<file path="src/ststs_pkg.sv">
package ststs_pkg;

  localparam int POS_BITS_DEF   = 16;
  localparam int DEPTH_BITS_DEF = 8;

  localparam int BYTE_W  = 8;
  localparam int FIELD_W = 16;

  localparam logic [FIELD_W-1:0] SPAN_LIMIT_RST = 16'hFFFF;
  localparam logic [FIELD_W-1:0] COUNT_MAX      = 16'hFFFF;

  localparam logic [BYTE_W-1:0] CH_NUL    = 8'h00;
  localparam logic [BYTE_W-1:0] CH_TAB    = 8'h09;
  localparam logic [BYTE_W-1:0] CH_LF     = 8'h0A;
  localparam logic [BYTE_W-1:0] CH_VT     = 8'h0B;
  localparam logic [BYTE_W-1:0] CH_FF     = 8'h0C;
  localparam logic [BYTE_W-1:0] CH_CR     = 8'h0D;
  localparam logic [BYTE_W-1:0] CH_SP     = 8'h20;
  localparam logic [BYTE_W-1:0] CH_LPAREN = 8'h28;
  localparam logic [BYTE_W-1:0] CH_RPAREN = 8'h29;
  localparam logic [BYTE_W-1:0] CH_PLUS   = 8'h2B;
  localparam logic [BYTE_W-1:0] CH_MINUS  = 8'h2D;
  localparam logic [BYTE_W-1:0] CH_0      = 8'h30;
  localparam logic [BYTE_W-1:0] CH_9      = 8'h39;
  localparam logic [BYTE_W-1:0] CH_BSLASH = 8'h5C;
  localparam logic [BYTE_W-1:0] CH_B      = 8'h62;
  localparam logic [BYTE_W-1:0] CH_O      = 8'h6F;
  localparam logic [BYTE_W-1:0] CH_P      = 8'h70;
  localparam logic [BYTE_W-1:0] CH_S      = 8'h73;
  localparam logic [BYTE_W-1:0] CH_LBRACE = 8'h7B;
  localparam logic [BYTE_W-1:0] CH_RBRACE = 8'h7D;
  localparam logic [BYTE_W-1:0] CH_HIGH   = 8'h80;

  typedef struct packed {
    logic [FIELD_W-1:0] span_start;
    logic [FIELD_W-1:0] span_length;
    logic               is_summary;
    logic [FIELD_W-1:0] span_total;
    logic               status;
  } result_t;

endpackage

</file>
<file path="src/ststs_in_if.sv">
interface ststs_in_if;
  import ststs_pkg::*;

  logic              valid;
  logic              ready;
  logic [BYTE_W-1:0] text_byte;
  logic              end_of_text;

  modport source (output valid, output text_byte, output end_of_text, input ready);
  modport sink (input valid, input text_byte, input end_of_text, output ready);
endinterface

</file>
<file path="src/ststs_out_if.sv">
interface ststs_out_if;
  import ststs_pkg::*;

  logic               valid;
  logic               ready;
  logic [FIELD_W-1:0] span_start;
  logic [FIELD_W-1:0] span_length;
  logic               is_summary;
  logic [FIELD_W-1:0] span_total;
  logic               status;

  modport source (output valid, output span_start, output span_length, output is_summary,
                  output span_total, output status, input ready);
  modport sink (input valid, input span_start, input span_length, input is_summary,
                input span_total, input status, output ready);
endinterface

</file>
<file path="src/subtitle_text_span_scanner_core.sv">
// Subtitle text span scanner.
// The input channel carries one text byte per beat, with end_of_text set on
// the last byte of a string. The result channel carries one span per beat
// (start offset and trimmed length) and, after the last byte, a summary beat
// with the span total and the status. A byte gives at most two result beats.
// The span limit register is written through cfg_we and cfg_wdata; the user is
// to write it only while the block is idle, which the block does not enforce.
// Spans beyond it are counted but not sent. Each accepted byte is parsed in
// the cycle it is taken; its results go into a four-entry result queue, which
// feeds the result channel. The block takes one byte every cycle as long as
// the queue has room for two results; the queue is the only limit on rate.
// When the receiver stalls, the queue fills and in_ch.ready drops once fewer
// than two entries are free; no result is lost.
// Reset clears the parser state and the queue and sets the span limit to
// 65535. After each summary the parser returns to its reset state, but the
// span limit is kept.
module subtitle_text_span_scanner_core #(
  parameter int POS_BITS   = ststs_pkg::POS_BITS_DEF,
  parameter int DEPTH_BITS = ststs_pkg::DEPTH_BITS_DEF
) (
  input  logic                         clk,
  input  logic                         rst_n,
  ststs_in_if.sink                     in_ch,
  ststs_out_if.source                  out_ch,
  input  logic                         cfg_we,
  input  logic [ststs_pkg::FIELD_W-1:0] cfg_wdata
);
  import ststs_pkg::*;

  localparam int LW = (POS_BITS > FIELD_W) ? POS_BITS : FIELD_W;
  localparam int QD = 4;
  localparam int QA = $clog2(QD);

  typedef enum logic [3:0] {
    M_TEXT, M_ESC, M_BLK, M_NAME, M_P1, M_PO, M_PB, M_ARG0, M_NWS,
    M_NSIGN, M_NDIG, M_TAIL1, M_TAIL2, M_DONE
  } mode_t;

  typedef struct packed {
    mode_t                 mode;
    logic                  draw;
    logic [DEPTH_BITS-1:0] depth;
    logic [POS_BITS-1:0]   pos;
    logic [POS_BITS-1:0]   first;
    logic [POS_BITS-1:0]   last;
    logic                  has;
    logic [FIELD_W-1:0]    cnt;
    logic                  f_par;
    logic                  f_neg;
    logic                  f_nz;
    logic                  err;
  } st_t;

  typedef struct packed {
    st_t                st;
    logic               emit;
    logic [FIELD_W-1:0] start;
    logic [FIELD_W-1:0] len;
  } flush_t;

  function automatic logic is_sp(input logic [BYTE_W-1:0] b);
    return (b == CH_SP) || (b == CH_TAB) || (b == CH_CR) || (b == CH_LF);
  endfunction

  function automatic logic is_digit(input logic [BYTE_W-1:0] b);
    return b inside {[CH_0:CH_9]};
  endfunction

  function automatic st_t fail_f(input st_t s);
    st_t r;
    r = s;
    r.err = 1'b1;
    r.mode = M_DONE;
    return r;
  endfunction

  function automatic st_t blk_f(input st_t s, input logic [BYTE_W-1:0] b);
    st_t r;
    r = s;
    r.mode = M_BLK;
    if (b == CH_LPAREN) begin
      if (r.depth != {DEPTH_BITS{1'b1}}) r.depth = r.depth + 1'b1;
    end else if (b == CH_RPAREN) begin
      if (r.depth != '0) r.depth = r.depth - 1'b1;
    end else if (b == CH_BSLASH) begin
      r.mode = M_NAME;
    end else if (b == CH_RBRACE) begin
      r.mode = M_TEXT;
    end
    return r;
  endfunction

  function automatic st_t finish_f(input st_t s, input logic [BYTE_W-1:0] b);
    st_t  r;
    logic on;
    r = s;
    on = r.f_nz && !r.f_neg;
    if (b == CH_RBRACE) begin
      r.draw = on;
      r.mode = M_TEXT;
    end else if (b == CH_BSLASH) begin
      r.draw = on;
      r.mode = M_NAME;
    end else begin
      r = fail_f(r);
    end
    return r;
  endfunction

  function automatic st_t dig_f(input st_t s, input logic [BYTE_W-1:0] b);
    st_t r;
    r = s;
    if (b != CH_0) r.f_nz = 1'b1;
    r.mode = M_NDIG;
    return r;
  endfunction

  function automatic st_t sign_f(input st_t s, input logic [BYTE_W-1:0] b);
    st_t r;
    r = s;
    if (b == CH_MINUS) r.f_neg = 1'b1;
    r.mode = M_NSIGN;
    return r;
  endfunction

  function automatic st_t arg0_f(input st_t s, input logic [BYTE_W-1:0] b);
    st_t r;
    r = s;
    if (is_sp(b)) begin
      r.mode = M_ARG0;
    end else if (b == CH_LPAREN) begin
      r.f_par = 1'b1;
      r.mode = M_NWS;
    end else if ((b == CH_RBRACE) || (b == CH_BSLASH)) begin
      r = finish_f(r, b);
    end else if ((b == CH_PLUS) || (b == CH_MINUS)) begin
      r = sign_f(r, b);
    end else if (is_digit(b)) begin
      r = dig_f(r, b);
    end else if ((b == CH_VT) || (b == CH_FF)) begin
      r.mode = M_NWS;
    end else begin
      r = fail_f(r);
    end
    return r;
  endfunction

  function automatic st_t tail1_f(input st_t s, input logic [BYTE_W-1:0] b);
    st_t r;
    r = s;
    if (is_sp(b)) begin
      r.mode = M_TAIL1;
    end else if (r.f_par) begin
      if (b == CH_RPAREN) r.mode = M_TAIL2;
      else r = fail_f(r);
    end else begin
      r = finish_f(r, b);
    end
    return r;
  endfunction

  function automatic st_t scan_f(input st_t s, input logic [BYTE_W-1:0] b);
    st_t r;
    r = s;
    case (s.mode)
      M_ESC: r.mode = M_TEXT;
      M_BLK: r = blk_f(s, b);
      M_NAME: begin
        if (is_sp(b)) begin
          r = s;
        end else if (b == CH_P) begin
          r.f_par = 1'b0;
          r.f_neg = 1'b0;
          r.f_nz = 1'b0;
          r.mode = M_P1;
        end else begin
          r = blk_f(s, b);
        end
      end
      M_P1: begin
        if (b == CH_O) r.mode = M_PO;
        else if (b == CH_B) r.mode = M_PB;
        else if (s.depth != '0) r = fail_f(s);
        else r = arg0_f(s, b);
      end
      M_PO: r = (b == CH_S) ? blk_f(s, CH_NUL) : fail_f(s);
      M_PB: r = (b == CH_O) ? blk_f(s, CH_NUL) : fail_f(s);
      M_ARG0: r = arg0_f(s, b);
      M_NWS: begin
        if (is_sp(b) || (b == CH_VT) || (b == CH_FF)) r = s;
        else if ((b == CH_PLUS) || (b == CH_MINUS)) r = sign_f(s, b);
        else if (is_digit(b)) r = dig_f(s, b);
        else r = fail_f(s);
      end
      M_NSIGN: r = is_digit(b) ? dig_f(s, b) : fail_f(s);
      M_NDIG: r = is_digit(b) ? dig_f(s, b) : tail1_f(s, b);
      M_TAIL1: r = tail1_f(s, b);
      M_TAIL2: r = is_sp(b) ? s : finish_f(s, b);
      default: r.mode = M_DONE;
    endcase
    return r;
  endfunction

  function automatic flush_t flush_f(input st_t s, input logic [FIELD_W-1:0] limit);
    flush_t        f;
    logic [LW-1:0] first_w;
    logic [LW-1:0] len_w;
    f.st = s;
    f.emit = 1'b0;
    first_w = LW'(s.first);
    len_w = LW'(s.last) - LW'(s.first) + LW'(1);
    f.start = first_w[FIELD_W-1:0];
    f.len = len_w[FIELD_W-1:0];
    if (s.has) begin
      f.st.has = 1'b0;
      if (!s.draw) begin
        if (s.cnt == COUNT_MAX) begin
          f.st = fail_f(f.st);
        end else begin
          f.st.cnt = s.cnt + 1'b1;
          f.emit = (s.cnt < limit);
        end
      end
    end
    return f;
  endfunction

  function automatic flush_t close_f(input st_t s, input logic [FIELD_W-1:0] limit);
    flush_t f;
    f = flush_f(s, limit);
    if ((s.mode == M_TEXT) || (s.mode == M_ESC)) begin
      f.st.mode = M_DONE;
    end else begin
      f.emit = 1'b0;
      f.st = (s.mode == M_DONE) ? s : fail_f(s);
    end
    return f;
  endfunction

  st_t                st_r, st_nxt, st_clear;
  logic [FIELD_W-1:0] span_limit_r;
  result_t            queue_r [QD];
  logic [QA-1:0]      wr_ptr_r, rd_ptr_r;
  logic [QA:0]        count_r, count_nxt;
  logic               in_fire, out_fire;
  logic               span_v, sum_v;
  result_t            span_res, sum_res, push0, push1;
  logic [1:0]         n_push;
  logic [POS_BITS-1:0] cur_pos;

  assign in_ch.ready = (count_r <= (QA+1)'(QD - 2));
  assign in_fire = in_ch.valid && in_ch.ready;
  assign out_ch.valid = (count_r != '0);
  assign out_fire = out_ch.valid && out_ch.ready;

  assign out_ch.span_start  = queue_r[rd_ptr_r].span_start;
  assign out_ch.span_length = queue_r[rd_ptr_r].span_length;
  assign out_ch.is_summary  = queue_r[rd_ptr_r].is_summary;
  assign out_ch.span_total  = queue_r[rd_ptr_r].span_total;
  assign out_ch.status      = queue_r[rd_ptr_r].status;

  always_comb begin
    st_t    s;
    flush_t f;
    logic [BYTE_W-1:0] b;
    b = in_ch.text_byte;
    s = st_r;
    f = '0;
    st_clear = '0;
    st_clear.mode = M_TEXT;
    span_v = 1'b0;
    span_res = '0;
    sum_v = 1'b0;
    sum_res = '0;
    cur_pos = s.pos;
    if (s.mode != M_DONE) begin
      if (b == CH_NUL) begin
        f = close_f(s, span_limit_r);
        s = f.st;
        if (f.emit) begin
          span_v = 1'b1;
          span_res.span_start = f.start;
          span_res.span_length = f.len;
          span_res.span_total = f.st.cnt;
        end
      end else if (s.pos == {POS_BITS{1'b1}}) begin
        s = fail_f(s);
      end else begin
        s.pos = s.pos + 1'b1;
        if ((s.mode == M_TEXT) || ((s.mode == M_ESC) && (b >= CH_HIGH))) begin
          s.mode = M_TEXT;
          if ((b == CH_LBRACE) || (b == CH_BSLASH)) begin
            f = flush_f(s, span_limit_r);
            s = f.st;
            if (f.emit) begin
              span_v = 1'b1;
              span_res.span_start = f.start;
              span_res.span_length = f.len;
              span_res.span_total = f.st.cnt;
            end
            if (s.mode != M_DONE) begin
              s.mode = (b == CH_LBRACE) ? M_BLK : M_ESC;
              s.depth = '0;
            end
          end else if (!is_sp(b)) begin
            if (!s.has) s.first = cur_pos;
            s.last = cur_pos;
            s.has = 1'b1;
          end
        end else begin
          s = scan_f(s, b);
        end
      end
    end
    if (in_ch.end_of_text) begin
      f = close_f(s, span_limit_r);
      s = f.st;
      if (f.emit) begin
        span_v = 1'b1;
        span_res.span_start = f.start;
        span_res.span_length = f.len;
        span_res.span_total = f.st.cnt;
      end
      sum_v = 1'b1;
      sum_res.is_summary = 1'b1;
      sum_res.span_total = s.cnt;
      sum_res.status = s.err;
      s = st_clear;
    end
    st_nxt = s;
  end

  always_comb begin
    push0 = span_v ? span_res : sum_res;
    push1 = sum_res;
    n_push = in_fire ? ({1'b0, span_v} + {1'b0, sum_v}) : 2'd0;
    count_nxt = count_r + (QA+1)'(n_push) - (QA+1)'(out_fire);
  end

  always_ff @(posedge clk) begin
    if (!rst_n) begin
      st_r <= st_clear;
      span_limit_r <= SPAN_LIMIT_RST;
      wr_ptr_r <= '0;
      rd_ptr_r <= '0;
      count_r <= '0;
    end else begin
      if (in_fire) st_r <= st_nxt;
      if (cfg_we) span_limit_r <= cfg_wdata;
      wr_ptr_r <= wr_ptr_r + QA'(n_push);
      if (out_fire) rd_ptr_r <= rd_ptr_r + 1'b1;
      count_r <= count_nxt;
    end
  end

  always_ff @(posedge clk) begin
    if (n_push != 2'd0) queue_r[wr_ptr_r] <= push0;
    if (n_push == 2'd2) queue_r[wr_ptr_r + 1'b1] <= push1;
  end

endmodule

</file>
<file path="src/flat_wrapper.sv">
// flat-port wrapper written by rule: the top's interface ports become plain ports
module subtitle_text_span_scanner_core_flat import ststs_pkg::*;
#(
  parameter int POS_BITS   = ststs_pkg::POS_BITS_DEF,
  parameter int DEPTH_BITS = ststs_pkg::DEPTH_BITS_DEF
)
  (clk, rst_n, cfg_we, cfg_wdata, in_ch_valid, in_ch_text_byte, in_ch_end_of_text, in_ch_ready, out_ch_valid, out_ch_span_start, out_ch_span_length, out_ch_is_summary, out_ch_span_total, out_ch_status, out_ch_ready);
  ststs_in_if in_ch_i ();
  ststs_out_if out_ch_i ();
  input  logic clk;
  input  logic rst_n;
  input  logic cfg_we;
  input  logic [ststs_pkg::FIELD_W-1:0] cfg_wdata;
  input wire logic [$bits(in_ch_i.valid)-1:0] in_ch_valid;
  input wire logic [$bits(in_ch_i.text_byte)-1:0] in_ch_text_byte;
  input wire logic [$bits(in_ch_i.end_of_text)-1:0] in_ch_end_of_text;
  output wire logic [$bits(in_ch_i.ready)-1:0] in_ch_ready;
  output wire logic [$bits(out_ch_i.valid)-1:0] out_ch_valid;
  output wire logic [$bits(out_ch_i.span_start)-1:0] out_ch_span_start;
  output wire logic [$bits(out_ch_i.span_length)-1:0] out_ch_span_length;
  output wire logic [$bits(out_ch_i.is_summary)-1:0] out_ch_is_summary;
  output wire logic [$bits(out_ch_i.span_total)-1:0] out_ch_span_total;
  output wire logic [$bits(out_ch_i.status)-1:0] out_ch_status;
  input wire logic [$bits(out_ch_i.ready)-1:0] out_ch_ready;
  assign in_ch_i.valid = in_ch_valid;
  assign in_ch_i.text_byte = in_ch_text_byte;
  assign in_ch_i.end_of_text = in_ch_end_of_text;
  assign in_ch_ready = in_ch_i.ready;
  assign out_ch_valid = out_ch_i.valid;
  assign out_ch_span_start = out_ch_i.span_start;
  assign out_ch_span_length = out_ch_i.span_length;
  assign out_ch_is_summary = out_ch_i.is_summary;
  assign out_ch_span_total = out_ch_i.span_total;
  assign out_ch_status = out_ch_i.status;
  assign out_ch_i.ready = out_ch_ready;
  subtitle_text_span_scanner_core #(.POS_BITS(POS_BITS), .DEPTH_BITS(DEPTH_BITS)) u_core (.clk(clk), .rst_n(rst_n), .in_ch(in_ch_i), .out_ch(out_ch_i), .cfg_we(cfg_we), .cfg_wdata(cfg_wdata));
endmodule
</file>
<file path="config.mk">
export PLATFORM = sky130hd
export DESIGN_NAME = subtitle_text_span_scanner_core_flat
export DESIGN_NICKNAME = d
export VERILOG_FILES = /design/src/ststs_pkg.sv /design/src/ststs_in_if.sv /design/src/ststs_out_if.sv /design/src/subtitle_text_span_scanner_core.sv /design/src/flat_wrapper.sv
export SDC_FILE = /design/constraint.sdc
export NUM_CORES = 1
export LEC_CHECK = 0
export ABC_CLOCK_PERIOD_IN_PS = 11800
export BUFFER_PORTS_ARGS = -buffer_cell sky130_fd_sc_hd__buf_2
export CORE_MARGIN = 5
export CORE_UTILIZATION = 40
export CTS_BUF_LIST = sky130_fd_sc_hd__clkbuf_4 sky130_fd_sc_hd__clkbuf_8
export CTS_CLUSTER_SIZE = 10
export DETAILED_ROUTE_END_ITERATION = 10
export MAX_ROUTING_LAYER = met4
export PLACE_DENSITY = 0.64
export SLEW_MARGIN = 20
export SYNTH_ARGS = -nofsm -noshare
export SYNTH_HDL_FRONTEND = slang
export SYNTH_SLANG_ARGS = --single-unit
</file>
<file path="constraint.sdc">
create_clock -name clk -period 11.8 [get_ports clk]
set_input_delay 2.36 -clock clk [delete_from_list [all_inputs] [get_ports clk]]
set_output_delay 2.36 -clock clk [all_outputs]
set_load 0.005 [all_outputs]
</file>
==> metrics.md <==
| Metric | Value |
|---|---|
| Status | finished clean |
| HP Class | flip-flop to flip-flop |
| Number of global-route vias before repair | 15610 |
| Crit path cell chain | buf_2 > or4_1 > nor2_4 > or3_1 > o21ai_1 > and2_0 > o21ai_1 > inv_1 > ha_1 > nand4_1 > a2111oi_0 > a221oi_1 > o21ai_0 > a31oi_1 > nand2_1 > o21ai_4 > a21oi_4 > inv_1 |
| Critical path arrival | 9.06 ns |
| Lkg Pwr | 7.829 nW |
| Drt total wl | 59930 microns |
| GPL Wtd Cong | slightly below 1 |
| Sequential element share of the synthesized area | 36.37% |
| Port Buf Inserts | 81 |
| Final Util | 44.60% |
| Final period utilization | between 70% and 80% |
| Hold buffer count at CTS | 0 |
| Critical path capture point type | flip-flop |
| Hold Crit Depth | 1 |
| Final-report hold violation count | 0 |
| Final nets | ~2100 |
| Initial antenna violation count | 1 |
| Delay-heaviest family, CP | compound AO/OA/AOI/OAI gates |
| Clock sink count | 307 |
| Initial Utilization | between 40 and 50% |
| Top post-synthesis cells by area | dfxtp_1, edfxtp_1, ha_1 |
| Average size of a mapped cell | 9.634 sq um |
| Later-pin clock latency in the skew report | 0.65 ns |
| Area growth from synthesis to layout | 10.20% |
| Cells after synthesis | 1960 |
| Via total after detailed routing | between 15000 and 20000 |
| Cell variety after synth | 99 |
| RSZ-0062 raised after global routing | no |
| Fillers | ~4500 |
| Critical Path Start | in_ch_text_byte[5] |
| Synth async-reset ratio | 0% |
| Largest area contributor in the netlist | dfxtp_1 |
| FMAX | 112.7 MHz |
| Proportion of netlist area held by the largest area contributor | 24.92% |
| Ports | 82 |
| Worst-path clk slew | 0.06 ns |
| Initial DRT Pass Iterations | 6 |
| Clk buf depth | 3 |
| Hold-critical path endpoint | u_core.queue_r[2][44]$_SDFFE_PP0N_ |
| Largest net degree at the start of global routing | slightly below 90 |
| H-tree depth | 2 |
| Tot Pwr | 0.002669 W |
| Worst EP required | around 12 ns |
| Ys flop type | dfxtp_1 |
| Die width | 227.3 microns |
| Critical hold path startpoint | u_core.queue_r[2][44]$_SDFFE_PP0N_ |
| Yosys reg bits | 307 |
| Pwr per Cell Area | 128.3 nW/um^2 |
| Die Area | 51650 sq um |
| WL per Instance | 22.82 microns |
| Post-route ant nets | 0 |
| Max Cap Viol | 0 |
| Total negative setup slack | 0 ns |
| CTS root buf | clkbuf_8 |
| Kind of critical path | primary input to flip-flop |
| Iteration-0 DRC Markers | approximately 1600 |
| Vias per std cell | 6.196 |
| Layout cell share with drive strength beyond 1 | 16.20% |
| R2R setup slack | 4.26 ns |
| Height of the die | 227.3 microns |
| Count leader, synth | dfxtp_1 |
| Worst reg2reg startpoint | u_core.st_r[78]$_SDFFE_PN0P_ |
| Global Route Usage Sum | between 20% and 30% |
| VDD IR max | 0.08353 mV |
| DRC viols | 0 |
| CTS buffer count | 52 |
| CP max stage cell | a21oi_4 |
| CTS tree | yes |
| Rows | 79 |
| Synth cell count leaders | dfxtp_1, nand2_1, ha_1, clkbuf_1, o22ai_1 |
| CTS resizes | 0 |
| Placed cell count | approximately 2500 |
| Core Footprint | 46650 sq um |
| Setup Buffers After CTS | 0 |
| Slowest stage delay, CP | approximately 0.94 ns |
| Measured slew at the worst slew-check pin | 1.124 ns |
| Grt ovf | 0 |
| FF-to-FF End | u_core.queue_r[2][8]$_DFFE_PP_ |
| Post-synth EDFFs | between 70 and 80 |
| CP Launch Type | primary input |
| Synth Net Count | 2090 |
| First-pass GRT wire length | 92540 microns |
| Synthesis Warnings | 0 |
| Clock Skew | 0.04369 ns |
| Final Hold Slack | 0.4572 ns |
| Minimum clock period | 8.874 ns |
| Reg2Reg Depth | 20 |
| Rel. slew slack | about a quarter |
| Final HPWL DP | roughly 42000 microns |
| Max FO, Critical Path | 33 |
| Final cell count without fillers | 2626 |
| Final setup fails | 0 |
| Mapped Area | ~19000 sq um |
| Final Max Tran Viols | 0 |
| Buf+Inv Stages, Crit Path | 3 |
==> placed cells by master, fill, tap and decap left out, types with 13 or more instances in the layout <==
cell and instances:
xnor2_1 39, nand4_1 28, ha_1 97, mux2_2 18
dfxtp_1 233, mux2i_1 31, nor2b_1 52, buf_2 81
nand2_1 152, and3_1 21, and2_1 42, inv_1 71
a21oi_1 68, clkbuf_8 68, nand2b_1 18, o21ai_0 65
a31oi_1 16, a22o_1 65, or3_1 15, xor2_1 32
nor3_1 34, nand3_1 52, o211ai_1 29, a22oi_1 41
edfxtp_1 72, buf_4 23, o2bb2ai_1 76, mux4_2 50
clkbuf_4 13, a21boi_0 13, o22ai_1 80, nor2_1 74
a21o_1 25
==> state kept, by name, summed over array words and instances (netlist names), named ones only <==
| signal | flops |
|---|---|
| u_core.queue_r | 200 |
| u_core.cur_pos | 16 |
| u_core.rd_ptr_r | 2 |
| u_core.st_r | 66 |
| u_core.span_limit_r | 16 |
| u_core.wr_ptr_r | 2 |
| u_core.count_r | 3 |
==> layout make-up <==
| class | instances | area (sq um) | area share (%) |
|---|---|---|---|
| Inverter | 71 | 266.5 | 1.281 |
| Clock buffer | 81 | 1033 | 4.967 |
| Antenna cell | 1 | 2.502 | 0.01203 |
| Tap cell | 607 | 759.5 | 3.650 |
| Clock inverter | 16 | 165.2 | 0.7937 |
| Multi-Input combinational cell | 1439 | 11130 | 53.50 |
| Timing Repair Buffer | 104 | 578.1 | 2.778 |
| Sequential cell | 307 | 6872 | 33.02 |
==> kinds of logic (layout without fill, tap and decap cells) <==
group	after synthesis	after routing	share of synthesized area (%)
other	0	1	0
buffers and inverters	214	272	4.778
flip-flops	307	307	36.37
multiplexers	100	100	8.754
AO/OA/AOI/OAI	600	600	23.58
AND/OR/NAND/NOR	568	568	16.49
XOR/XNOR	71	71	3.293
adder cells (fa/ha/maj)	100	100	6.746
==> per-layer routing <==
layer,global-route usage (%),vias to the layer above,routed length [microns]
met5,-,-,0
met4,7.716,0,2031
met3,4.101,152,4459
met2,33.97,696,25930
met1,33.10,7885,27510
li1,-,7538,-
==> power breakdown <==
part / internal (W) / switching, W / leakage (nW)
sequential: 0.00111 / 0.0000272 / 2.60
clock: 0.000609 / 0.000464 / 0.639
combinational: 0.000179 / 0.000279 / 4.59
total: 0.00190 / 0.000770 / 7.83
==> how the worst max path moves through the flow <==
stage	end	slack (ns)	cells after the start
final	u_core.queue_r[2][8]$_DFFE_PP_	2.93	18
after CTS	u_core.queue_r[2][15]$_DFFE_PP_	3.07	18
after global routing	u_core.queue_r[3][11]$_DFFE_PP_	2.41	18
after global placement	u_core.queue_r[1][10]$_DFFE_PP_	2.55	18
after detailed placement	u_core.queue_r[2][9]$_DFFE_PP_	2.42	18
after floorplan	u_core.queue_r[0][33]$_SDFFE_PP0N_	4.05	25
==> per-stage QoR <==
| step | setup WS, ns | instance area (sq um) |
|---|---|---|
| 6_report | 2.926 | 20810 |
| 3_3_place_gp | 2.552 | 19600 |
| 5_1_grt | 2.414 | 20810 |
| 3_5_place_dp | 2.420 | 19600 |
| 2_1_floorplan | 4.051 | 18880 |
| 4_1_cts | 3.074 | 20800 |
(Power assumes the default switching activity.)
